[src/rtl/alec_pkg.sv]
// ----------------------------------------------------------------------------
// alec_pkg
// Shared constants and codes for the array list engine: field widths, default
// store geometry, operation codes and error codes.
// ----------------------------------------------------------------------------
package alec_pkg;

   localparam int ALEC_MAX_ENTRIES = 64;
   localparam int ALEC_VALUE_WIDTH = 32;

   localparam int OP_W    = 3;
   localparam int POS_W   = 7;
   localparam int ITEM_W  = 32;
   localparam int ERR_W   = 2;
   localparam int CNT_W   = 7;
   localparam int CAP_W   = 7;

   localparam logic [CAP_W-1:0] CAP_RESET = 7'd64;

   typedef enum logic [OP_W-1:0] {
      OP_INSERT  = 3'd0,
      OP_REMOVE  = 3'd1,
      OP_SELECT  = 3'd2,
      OP_SEARCH  = 3'd3,
      OP_REPLACE = 3'd4
   } op_type;

   typedef enum logic [ERR_W-1:0] {
      ERR_NONE  = 2'd0,
      ERR_FULL  = 2'd1,
      ERR_RANGE = 2'd2,
      ERR_EMPTY = 2'd3
   } err_type;

endpackage

[src/rtl/array_list_engine_core.sv]
// ----------------------------------------------------------------------------
// array_list_engine_core
// Ordered array list kept in one dual-port RAM, with a count register and a
// configurable capacity. Insert and remove move entries one per cycle.
// ----------------------------------------------------------------------------
// Steps to rsp_tvalid: insert and remove move the entries through the RAM and
// then write or drop the item; search scans from index 0 until a hit or the end
// of the list; select reads one RAM word; replace writes it directly; rejected
// items and a search of an empty list go straight to the result register.
// One item is processed at a time; the next item is taken only after the result
// of the last one is loaded into the output register.
// Reset clears the count, sets the capacity to 64 and leaves the RAM contents.
// ----------------------------------------------------------------------------
module array_list_engine_core
   import alec_pkg::*;
#(
   parameter int MAX_ENTRIES = ALEC_MAX_ENTRIES,
   parameter int VALUE_WIDTH = ALEC_VALUE_WIDTH
) (
   input  logic              clock,
   input  logic              reset,
   // Request item: tdata = position[6:0], item_value[38:7]; tuser = op[2:0].
   input  logic              req_tvalid,
   output logic              req_tready,
   input  logic [39:0]       req_tdata,
   input  logic [OP_W-1:0]   req_tuser,
   // Result item: tdata = ok[0], error_code[2:1], read_value[34:3],
   // found_position[41:35], entry_count[48:42], is_full[49], is_empty[50].
   output logic              rsp_tvalid,
   input  logic              rsp_tready,
   output logic [55:0]       rsp_tdata,
   input  logic              csr_wr_en,
   input  logic [CAP_W-1:0]  csr_wr_data
);

   localparam int CW   = $clog2(MAX_ENTRIES + 1);
   localparam int AW   = $clog2(MAX_ENTRIES);
   localparam int CMPW = (CW > POS_W) ? CW : POS_W;

   typedef enum logic [2:0] {
      ST_IDLE,
      ST_SHIFT,
      ST_SCAN,
      ST_SEL_RD,
      ST_SEL_DATA,
      ST_FINISH
   } state_type;

   state_type        state_ff, state_in;
   op_type           op_ff, op_in;
   logic [AW-1:0]    pos_ff, pos_in;
   logic [VALUE_WIDTH-1:0] val_ff, val_in;
   logic [AW-1:0]    ptr_ff, ptr_in;
   logic [AW-1:0]    end_ff, end_in;
   logic [AW-1:0]    dst_ff, dst_in;
   logic             issue_ff, issue_in;
   logic             have_ff, have_in;
   logic             up_ff, up_in;
   logic [CW-1:0]    cnt_ff, cnt_in;
   logic [CAP_W-1:0] cap_ff, cap_in;

   logic             res_ok_ff, res_ok_in;
   err_type          res_err_ff, res_err_in;
   logic [VALUE_WIDTH-1:0] res_rd_ff, res_rd_in;
   logic [CW-1:0]    res_found_ff, res_found_in;

   logic             rsp_valid_ff, rsp_valid_in;
   logic             rsp_ok_ff, rsp_ok_in;
   err_type          rsp_err_ff, rsp_err_in;
   logic [ITEM_W-1:0] rsp_rd_ff, rsp_rd_in;
   logic [CNT_W-1:0] rsp_found_ff, rsp_found_in;
   logic [CNT_W-1:0] rsp_cnt_ff, rsp_cnt_in;
   logic             rsp_full_ff, rsp_full_in;
   logic             rsp_empty_ff, rsp_empty_in;

   logic                   ram_wr_en;
   logic [AW-1:0]          ram_wr_addr;
   logic [VALUE_WIDTH-1:0] ram_wr_data;
   logic                   ram_rd_en;
   logic [AW-1:0]          ram_rd_addr;
   logic [VALUE_WIDTH-1:0] ram_rd_data;

   logic [POS_W-1:0]  req_pos;
   logic [ITEM_W-1:0] req_value;
   logic [CMPW-1:0]   pos_x;
   logic [CMPW-1:0]   cnt_x;
   logic [CMPW-1:0]   cap_x;
   logic              req_fire;
   logic              rsp_load;

   assign req_pos   = req_tdata[POS_W-1:0];
   assign req_value = req_tdata[POS_W+ITEM_W-1:POS_W];
   assign pos_x     = CMPW'(req_pos);
   assign cnt_x     = CMPW'(cnt_ff);
   assign cap_x     = (CMPW'(cap_ff) > CMPW'(MAX_ENTRIES)) ? CMPW'(MAX_ENTRIES)
                                                          : CMPW'(cap_ff);

   assign req_tready = (state_ff == ST_IDLE);
   assign req_fire   = req_tvalid && req_tready;
   assign rsp_load   = (state_ff == ST_FINISH) && (!rsp_valid_ff || rsp_tready);

   always_comb begin
      state_in     = state_ff;
      op_in        = op_ff;
      pos_in       = pos_ff;
      val_in       = val_ff;
      ptr_in       = ptr_ff;
      end_in       = end_ff;
      dst_in       = dst_ff;
      issue_in     = issue_ff;
      have_in      = have_ff;
      up_in        = up_ff;
      cnt_in       = cnt_ff;
      cap_in       = csr_wr_en ? csr_wr_data : cap_ff;
      res_ok_in    = res_ok_ff;
      res_err_in   = res_err_ff;
      res_rd_in    = res_rd_ff;
      res_found_in = res_found_ff;
      ram_wr_en    = 1'b0;
      ram_wr_addr  = dst_ff;
      ram_wr_data  = ram_rd_data;
      ram_rd_en    = 1'b0;
      ram_rd_addr  = ptr_ff;

      case (state_ff)
         ST_IDLE: begin
            if (req_fire) begin
               op_in        = op_type'(req_tuser);
               pos_in       = AW'(req_pos);
               val_in       = VALUE_WIDTH'(req_value);
               res_ok_in    = 1'b0;
               res_err_in   = ERR_NONE;
               res_rd_in    = '0;
               res_found_in = '0;
               have_in      = 1'b0;
               issue_in     = 1'b0;
               case (op_type'(req_tuser))
                  OP_INSERT: begin
                     if (cnt_x >= cap_x) begin
                        res_err_in = ERR_FULL;
                        state_in   = ST_FINISH;
                     end else if (pos_x > cnt_x) begin
                        res_err_in = ERR_RANGE;
                        state_in   = ST_FINISH;
                     end else begin
                        up_in    = 1'b1;
                        issue_in = (pos_x != cnt_x);
                        ptr_in   = AW'(cnt_ff - CW'(1));
                        end_in   = AW'(req_pos);
                        state_in = ST_SHIFT;
                     end
                  end
                  OP_REMOVE: begin
                     if (pos_x >= cnt_x) begin
                        res_err_in = ERR_RANGE;
                        state_in   = ST_FINISH;
                     end else begin
                        up_in    = 1'b0;
                        issue_in = ((pos_x + CMPW'(1)) != cnt_x);
                        ptr_in   = AW'(pos_x + CMPW'(1));
                        end_in   = AW'(cnt_ff - CW'(1));
                        state_in = ST_SHIFT;
                     end
                  end
                  OP_SELECT: begin
                     if (cnt_ff == '0) begin
                        res_err_in = ERR_EMPTY;
                        state_in   = ST_FINISH;
                     end else begin
                        ptr_in   = (pos_x < cnt_x) ? AW'(req_pos) : AW'(cnt_ff - CW'(1));
                        state_in = ST_SEL_RD;
                     end
                  end
                  OP_SEARCH: begin
                     if (cnt_ff == '0) begin
                        res_ok_in = 1'b1;
                        state_in  = ST_FINISH;
                     end else begin
                        issue_in = 1'b1;
                        ptr_in   = '0;
                        end_in   = AW'(cnt_ff - CW'(1));
                        state_in = ST_SCAN;
                     end
                  end
                  OP_REPLACE: begin
                     if (pos_x >= cnt_x) begin
                        res_err_in = ERR_RANGE;
                        state_in   = ST_FINISH;
                     end else begin
                        state_in = ST_SHIFT;
                     end
                  end
                  default: begin
                     res_err_in = ERR_RANGE;
                     state_in   = ST_FINISH;
                  end
               endcase
            end
         end
         ST_SHIFT: begin
            ram_rd_en = issue_ff;
            have_in   = issue_ff;
            if (issue_ff) begin
               dst_in = up_ff ? (ptr_ff + AW'(1)) : (ptr_ff - AW'(1));
               if (ptr_ff == end_ff) begin
                  issue_in = 1'b0;
               end else begin
                  ptr_in = up_ff ? (ptr_ff - AW'(1)) : (ptr_ff + AW'(1));
               end
            end
            if (have_ff) begin
               ram_wr_en = 1'b1;
            end else if (!issue_ff) begin
               res_ok_in = 1'b1;
               state_in  = ST_FINISH;
               case (op_ff)
                  OP_INSERT: begin
                     ram_wr_en   = 1'b1;
                     ram_wr_addr = pos_ff;
                     ram_wr_data = val_ff;
                     cnt_in      = cnt_ff + CW'(1);
                  end
                  OP_REMOVE: begin
                     cnt_in = cnt_ff - CW'(1);
                  end
                  default: begin
                     ram_wr_en   = 1'b1;
                     ram_wr_addr = pos_ff;
                     ram_wr_data = val_ff;
                  end
               endcase
            end
         end
         ST_SCAN: begin
            ram_rd_en = issue_ff;
            have_in   = issue_ff;
            if (issue_ff) begin
               dst_in = ptr_ff;
               if (ptr_ff == end_ff) begin
                  issue_in = 1'b0;
               end else begin
                  ptr_in = ptr_ff + AW'(1);
               end
            end
            if (have_ff) begin
               if (ram_rd_data == val_ff) begin
                  res_ok_in    = 1'b1;
                  res_found_in = CW'(dst_ff);
                  issue_in     = 1'b0;
                  have_in      = 1'b0;
                  state_in     = ST_FINISH;
               end else if (!issue_ff) begin
                  res_ok_in    = 1'b1;
                  res_found_in = cnt_ff;
                  state_in     = ST_FINISH;
               end
            end
         end
         ST_SEL_RD: begin
            ram_rd_en = 1'b1;
            state_in  = ST_SEL_DATA;
         end
         ST_SEL_DATA: begin
            res_ok_in = 1'b1;
            res_rd_in = ram_rd_data;
            state_in  = ST_FINISH;
         end
         ST_FINISH: begin
            if (rsp_load) begin
               state_in = ST_IDLE;
            end
         end
         default: begin
            state_in = ST_IDLE;
         end
      endcase
   end

   always_comb begin
      rsp_valid_in = rsp_valid_ff;
      rsp_ok_in    = rsp_ok_ff;
      rsp_err_in   = rsp_err_ff;
      rsp_rd_in    = rsp_rd_ff;
      rsp_found_in = rsp_found_ff;
      rsp_cnt_in   = rsp_cnt_ff;
      rsp_full_in  = rsp_full_ff;
      rsp_empty_in = rsp_empty_ff;
      if (rsp_load) begin
         rsp_valid_in = 1'b1;
         rsp_ok_in    = res_ok_ff;
         rsp_err_in   = res_err_ff;
         rsp_rd_in    = ITEM_W'(res_rd_ff);
         rsp_found_in = CNT_W'(res_found_ff);
         rsp_cnt_in   = CNT_W'(cnt_ff);
         rsp_full_in  = (cnt_x >= cap_x);
         rsp_empty_in = (cnt_ff == '0);
      end else if (rsp_tready) begin
         rsp_valid_in = 1'b0;
      end
   end

   always_ff @(posedge clock) begin
      if (reset) begin
         state_ff     <= ST_IDLE;
         issue_ff     <= 1'b0;
         have_ff      <= 1'b0;
         cnt_ff       <= '0;
         cap_ff       <= CAP_RESET;
         rsp_valid_ff <= 1'b0;
      end else begin
         state_ff     <= state_in;
         issue_ff     <= issue_in;
         have_ff      <= have_in;
         cnt_ff       <= cnt_in;
         cap_ff       <= cap_in;
         rsp_valid_ff <= rsp_valid_in;
      end
      op_ff        <= op_in;
      pos_ff       <= pos_in;
      val_ff       <= val_in;
      ptr_ff       <= ptr_in;
      end_ff       <= end_in;
      dst_ff       <= dst_in;
      up_ff        <= up_in;
      res_ok_ff    <= res_ok_in;
      res_err_ff   <= res_err_in;
      res_rd_ff    <= res_rd_in;
      res_found_ff <= res_found_in;
      rsp_ok_ff    <= rsp_ok_in;
      rsp_err_ff   <= rsp_err_in;
      rsp_rd_ff    <= rsp_rd_in;
      rsp_found_ff <= rsp_found_in;
      rsp_cnt_ff   <= rsp_cnt_in;
      rsp_full_ff  <= rsp_full_in;
      rsp_empty_ff <= rsp_empty_in;
   end

   alec_ram #(
      .WIDTH(VALUE_WIDTH),
      .DEPTH(MAX_ENTRIES)
   ) u_store (
      .clock  (clock),
      .wr_en  (ram_wr_en),
      .wr_addr(ram_wr_addr),
      .wr_data(ram_wr_data),
      .rd_en  (ram_rd_en),
      .rd_addr(ram_rd_addr),
      .rd_data(ram_rd_data)
   );

   assign rsp_tvalid = rsp_valid_ff;
   assign rsp_tdata  = {5'b0, rsp_empty_ff, rsp_full_ff, rsp_cnt_ff, rsp_found_ff,
                        rsp_rd_ff, rsp_err_ff, rsp_ok_ff};

   a_count_bound: assert property (@(posedge clock) disable iff (reset)
      CMPW'(cnt_ff) <= CMPW'(MAX_ENTRIES))
      else $error("Entry count exceeds the store depth.");

   a_count_step: assert property (@(posedge clock) disable iff (reset)
      (!$past(reset) && !$stable(cnt_ff)) |->
         (cnt_ff == $past(cnt_ff) + CW'(1)) || (cnt_ff == $past(cnt_ff) - CW'(1)))
      else $error("Entry count changed by more than one.");

   a_write_in_shift: assert property (@(posedge clock) disable iff (reset)
      ram_wr_en |-> (state_ff == ST_SHIFT))
      else $error("Store written outside a shift or write step.");

   a_accept_leaves_idle: assert property (@(posedge clock) disable iff (reset)
      req_fire |=> (state_ff != ST_IDLE))
      else $error("Accepted item did not start processing.");

endmodule

[src/rtl/alec_ram.sv]
// ----------------------------------------------------------------------------
// alec_ram
// Generic simple dual-port RAM: one write port and one read port, with the
// read data registered.
// ----------------------------------------------------------------------------
module alec_ram #(
   parameter int WIDTH = 32,
   parameter int DEPTH = 64
) (
   input  logic                     clock,
   input  logic                     wr_en,
   input  logic [$clog2(DEPTH)-1:0] wr_addr,
   input  logic [WIDTH-1:0]         wr_data,
   input  logic                     rd_en,
   input  logic [$clog2(DEPTH)-1:0] rd_addr,
   output logic [WIDTH-1:0]         rd_data
);

   logic [WIDTH-1:0] mem_ff [DEPTH];
   logic [WIDTH-1:0] rd_data_ff;

   always_ff @(posedge clock) begin
      if (wr_en) begin
         mem_ff[wr_addr] <= wr_data;
      end
      if (rd_en) begin
         rd_data_ff <= mem_ff[rd_addr];
      end
   end

   assign rd_data = rd_data_ff;

endmodule

[config.mk]
export PLATFORM = sky130hd
export DESIGN_NAME = array_list_engine_core
export DESIGN_NICKNAME = d
export VERILOG_FILES = /design/src/rtl/alec_pkg.sv /design/src/rtl/array_list_engine_core.sv /design/src/rtl/alec_ram.sv
export SDC_FILE = /design/constraint.sdc
export NUM_CORES = 2
export LEC_CHECK = 0
export ABC_AREA = 1
export BUFFER_PORTS_ARGS = -buffer_cell sky130_fd_sc_hd__buf_2
export CORE_UTILIZATION = 50
export DETAILED_ROUTE_END_ITERATION = 10
export PLACE_DENSITY = 0.72
export SETUP_SLACK_MARGIN = 0.02
export SYNTH_ARGS = -nofsm -noshare
export SYNTH_HDL_FRONTEND = slang
export SYNTH_SLANG_ARGS = --single-unit
export TNS_END_PERCENT = 30
[constraint.sdc]
create_clock -name clock -period 12.35 [get_ports clock]
set_input_delay 2.47 -clock clock [delete_from_list [all_inputs] [get_ports clock]]
set_output_delay 2.47 -clock clock [all_outputs]
set_load 0.1 [all_outputs]
==> impl_summary.txt <==
----------------------------------------------------
[Floorplanning]
  Chip Width ... 426 microns
  Io pins ... 113
  Die Ht ... roughly 430 microns
  Initial core utilization ... 0.504
  DIE AREA ... roughly 0.18 sq mm
  Area of the core region ... 0.179 sq mm
  Site Rows ... between 150 and 200

[CTS]
  Skew-Pair Late Insertion Delay ... 0.86 ns
  Worst-path clk slew ... 0.06 ns
  Level count of the clock H-tree ... 4
  Max Root-Sink Buffers ... 3
  Inserted Clock Buffers ... 216
  TritonCTS clock tree ... built
  CTS-repair resized insts ... 0
  Sinks on Clock Net ... 2253
  Number of buffers added for setup after CTS ... 0
  Clock root buffer ... sky130_fd_sc_hd__clkbuf_16
  Number of buffers added to fix hold violations after cts ... 0

[Global route]
  Met1 demand-to-capacity share in global routing ... 0.349
  Pin count of the biggest net entering global routing ... 204
  Most used routing layer in global routing ... met2
  Antenna violations before repair ... 13
  Global-route wire length before repair ... ~350 mm
  Routing usage on met2 ... 0.414
  M3 GR Usage ... 0.0530
  Total overflow reported by the global router ... 0
  Number of global-route vias before repair ... 53700
  Aggregate global-route resource usage ... 0.263

[Flow run]
  Maximum capacitance violations ... 0

[Timing]
  Final hold viol count ... 0
  RSZ-0062 raised after global routing ... false
  Max Slew Vio Count ... 0
  Setup-failing EPs final ... 0
  Final critical path time including I/O delays and setup ... 6.02 ns
  Slew headroom ... 0.221
  Slew at the pin closest to its max-slew limit ... 1.16 ns
  Clock Skews ... 0.0594 ns
  Maximum clock rate ... 0.166 GHz
  Post-route worst setup slack ... roughly 6.3 ns
  Fin Setup TNS ... 0 ns
  Final critical-path share of the clock period ... 0.488

[Critical path]
  Crit path max fanout ... 66
  Arrival time at the worst endpoint ... 6.62 ns
  Worst path most repeated cell ... sky130_fd_sc_hd__buf_4
  Startpoint kind of the worst setup timing path ... flop
  Top delay family on crit path ... buffers and inverters
  Endpoint class of the critical path ... flop
  Largest stage delay on the critical path ... 0.83 ns
  Required time at the worst-slack endpoint ... 12.94 ns
  Cell chain of the critical path ... buf_4, buf_4, buf_4, buf_4, buf_4, mux2i_1, o22ai_1, nor2_1, nand2_1, nand3_1, nand3_1, and2_1
  Slowest CP cell ... sky130_fd_sc_hd__buf_4
  Worst path bufs/invs ... 5
  Classification of the worst setup path ... flop to flop

[Synth]
  Count of state elements after synthesis ... 2253
  Fraction of the mapped netlist area in simple logic gates ... 0.106
  Count of different cell masters after synthesis ... 45
  Post-synthesis instance area ... 0.0900 sq mm
  Number of warnings reported in the yosys synthesis log ... 0
  Combinational family with the most area after synthesis ... simple AND/OR/NAND/NOR gates
  Avg Inst Size Synth ... 13.2 sq um
  Share of synthesized area spent on multiplexers ... 0.0426
  Seq/Total Area, Yosys ... 0.749
  Synthesized-area fraction occupied by adder cells ... 0.00264
  Main flop type after synthesis ... sky130_fd_sc_hd__edfxtp_1
  Share of flip-flops with an asynchronous set or reset ... 0
  XOR/XNOR share of the synthesized area ... 0.00389
  Area fraction in compound gates after synthesis ... 0.0713
  EDFF count, synth ... 2233
  Number of instances in the synthesized netlist ... 6841

[Power and ir drop]
  Standby leakage power ... approximately 36 nW
  Worst vdd ir ... 0.000179 V
  Power per cell area ... 224 mW/mm^2

[Layout]
  Total number of nets in the final design ... 7009
  Area grow syn2layout ... 12.0%
  Most common cell after layout, fill and taps aside ... sky130_fd_sc_hd__edfxtp_1
  Most frequent cells in the layout ... sky130_fd_sc_hd__edfxtp_1 (2233), sky130_fd_sc_hd__nand2_1 (1593), sky130_fd_sc_hd__nor2_1 (571)
  Share of cells above drive strength 1 ... 0.0981

[Routing]
  Post-detailed-route wirelength per cell ... 25.6 microns
  Total Routed Length ... 243 mm
  Number of violations reported at the end of detailed-routing iteration 0 ... 8608
  Number of vias in the routed layout ... 56900
  # DRC ... 0
  DR pass1 iterations ... 6
  Via density ... 6.00
  Post-detailed-route count of antenna-violating nets ... 0

[Status]
  Run status ... complete, no violations

[Placement]
  Count of buffers inserted at the top-level ports ... 106
  Total half-perimeter wirelength after legalization and detailed placement ... roughly 130 mm
  Setup slack after placement ... approximately 6.5 ns
  Final estimated routing congestion in global placement ... 0.894

[Min path]
  Tightest Hold Check Type ... flop to flop

----------------------------------------------------
## flip-flops by register name, indices dropped and copies added (netlist names), 32 cells and up
register,count
u_store.mem_ff,2048
res_rd_ff,32
rsp_rd_ff,32
u_store.rd_data,32
val_ff,32
## area by class of cell
type | instances | area (sq um)
diodes | 3 | 7.51
clock buffers | 264 | 5630
clock inverters | 135 | 1290
fillers | 13700 | 77800
inverters | 140 | 548
multi-input cells | 4067 | 21300
flip-flops and latches | 2253 | 67500
well taps | 2355 | 2950
repair buffers | 257 | 1710
## synth_stat cells, types with 9 or more instances
cell / number / area, sq um
sky130_fd_sc_hd__inv_2: 9 / 33.8
sky130_fd_sc_hd__o22ai_1: 326 / 2040
sky130_fd_sc_hd__mux2i_1: 382 / 3820
sky130_fd_sc_hd__xor2_1: 14 / 123
sky130_fd_sc_hd__buf_4: 13 / 97.6
sky130_fd_sc_hd__buf_1: 37 / 139
sky130_fd_sc_hd__clkbuf_1: 188 / 706
sky130_fd_sc_hd__dfxtp_1: 20 / 400
sky130_fd_sc_hd__ha_1: 19 / 238
sky130_fd_sc_hd__o21ai_1: 12 / 60.1
sky130_fd_sc_hd__edfxtp_1: 2233 / 67100
sky130_fd_sc_hd__buf_2: 146 / 731
sky130_fd_sc_hd__nor3_1: 15 / 75.1
sky130_fd_sc_hd__o211ai_1: 12 / 90.1
sky130_fd_sc_hd__xnor2_1: 26 / 228
sky130_fd_sc_hd__nor2_1: 637 / 2390
sky130_fd_sc_hd__and2_1: 10 / 62.6
sky130_fd_sc_hd__o21ai_0: 318 / 1590
sky130_fd_sc_hd__nand3_1: 153 / 766
sky130_fd_sc_hd__a21oi_1: 490 / 2450
sky130_fd_sc_hd__inv_1: 129 / 484
sky130_fd_sc_hd__nand2_1: 1595 / 5990
## routing by layer
layer,vias up,wire (microns)
met2,3493,112000
met4,4,12100
li1,24900,-
met1,27900,91500
met3,571,27000
met5,-,27
## kinds of logic after synthesis
group,count (synthesis)
compound gates,1179
xor+xnor,40
fa+ha+maj,19
buf+inv,525
flops,2253
mux,383
other cells,1
simple gates,2441
## final timing paths
check,start,end,slack [ns],cells past startpoint
setup / recovery,ptr_ff[0]$_DFFE_PP_,u_store.rd_data[16]$_DFFE_PP_,6.33,12
hold / removal,res_rd_ff[10]$_SDFFCE_PN0P_,rsp_rd_ff[10]$_DFFE_PP_,0.42,0
setup reg to reg,ptr_ff[0]$_DFFE_PP_,u_store.rd_data[16]$_DFFE_PP_,6.33,12
hold reg to reg,res_rd_ff[10]$_SDFFCE_PN0P_,rsp_rd_ff[10]$_DFFE_PP_,0.42,0
## worst reg2reg max path, stage by stage, from the launching register on
cell and delay, ns:
sky130_fd_sc_hd__edfxtp_1 0.35, sky130_fd_sc_hd__buf_4 0.61, sky130_fd_sc_hd__buf_4 0.89, sky130_fd_sc_hd__buf_4 0.77
sky130_fd_sc_hd__buf_4 0.70, sky130_fd_sc_hd__buf_4 0.83, sky130_fd_sc_hd__mux2i_1 0.33, sky130_fd_sc_hd__o22ai_1 0.09
sky130_fd_sc_hd__nor2_1 0.13, sky130_fd_sc_hd__nand2_1 0.08, sky130_fd_sc_hd__nand3_1 0.16, sky130_fd_sc_hd__nand3_1 0.48
sky130_fd_sc_hd__and2_1 0.35
## through the flow
step | cells | instance area [sq um] | total power, mW | util | hold WS [ns]
finish | 9474 | 101000 | 22.6 | 0.565 | 0.419
global route | 9472 | 101000 | 23.3 | 0.565 | 0.426
CTS | 9471 | 101000 | 22.5 | 0.565 | 0.407
detailed placement | 9072 | 93900 | 16.1 | 0.526 | 0.405
global placement | 9072 | 93900 | 15.9 | 0.526 | 0.402
floorplan | 6845 | 90000 | 13.7 | - | 0.400
## power breakdown
group          switching, mW  internal, mW  total [mW]
clock                   2.82          3.65        6.47
sequential             0.112          9.42        9.53
combinational           4.99          1.58        6.57
Note: power is estimated with default switching activity, not from simulation.
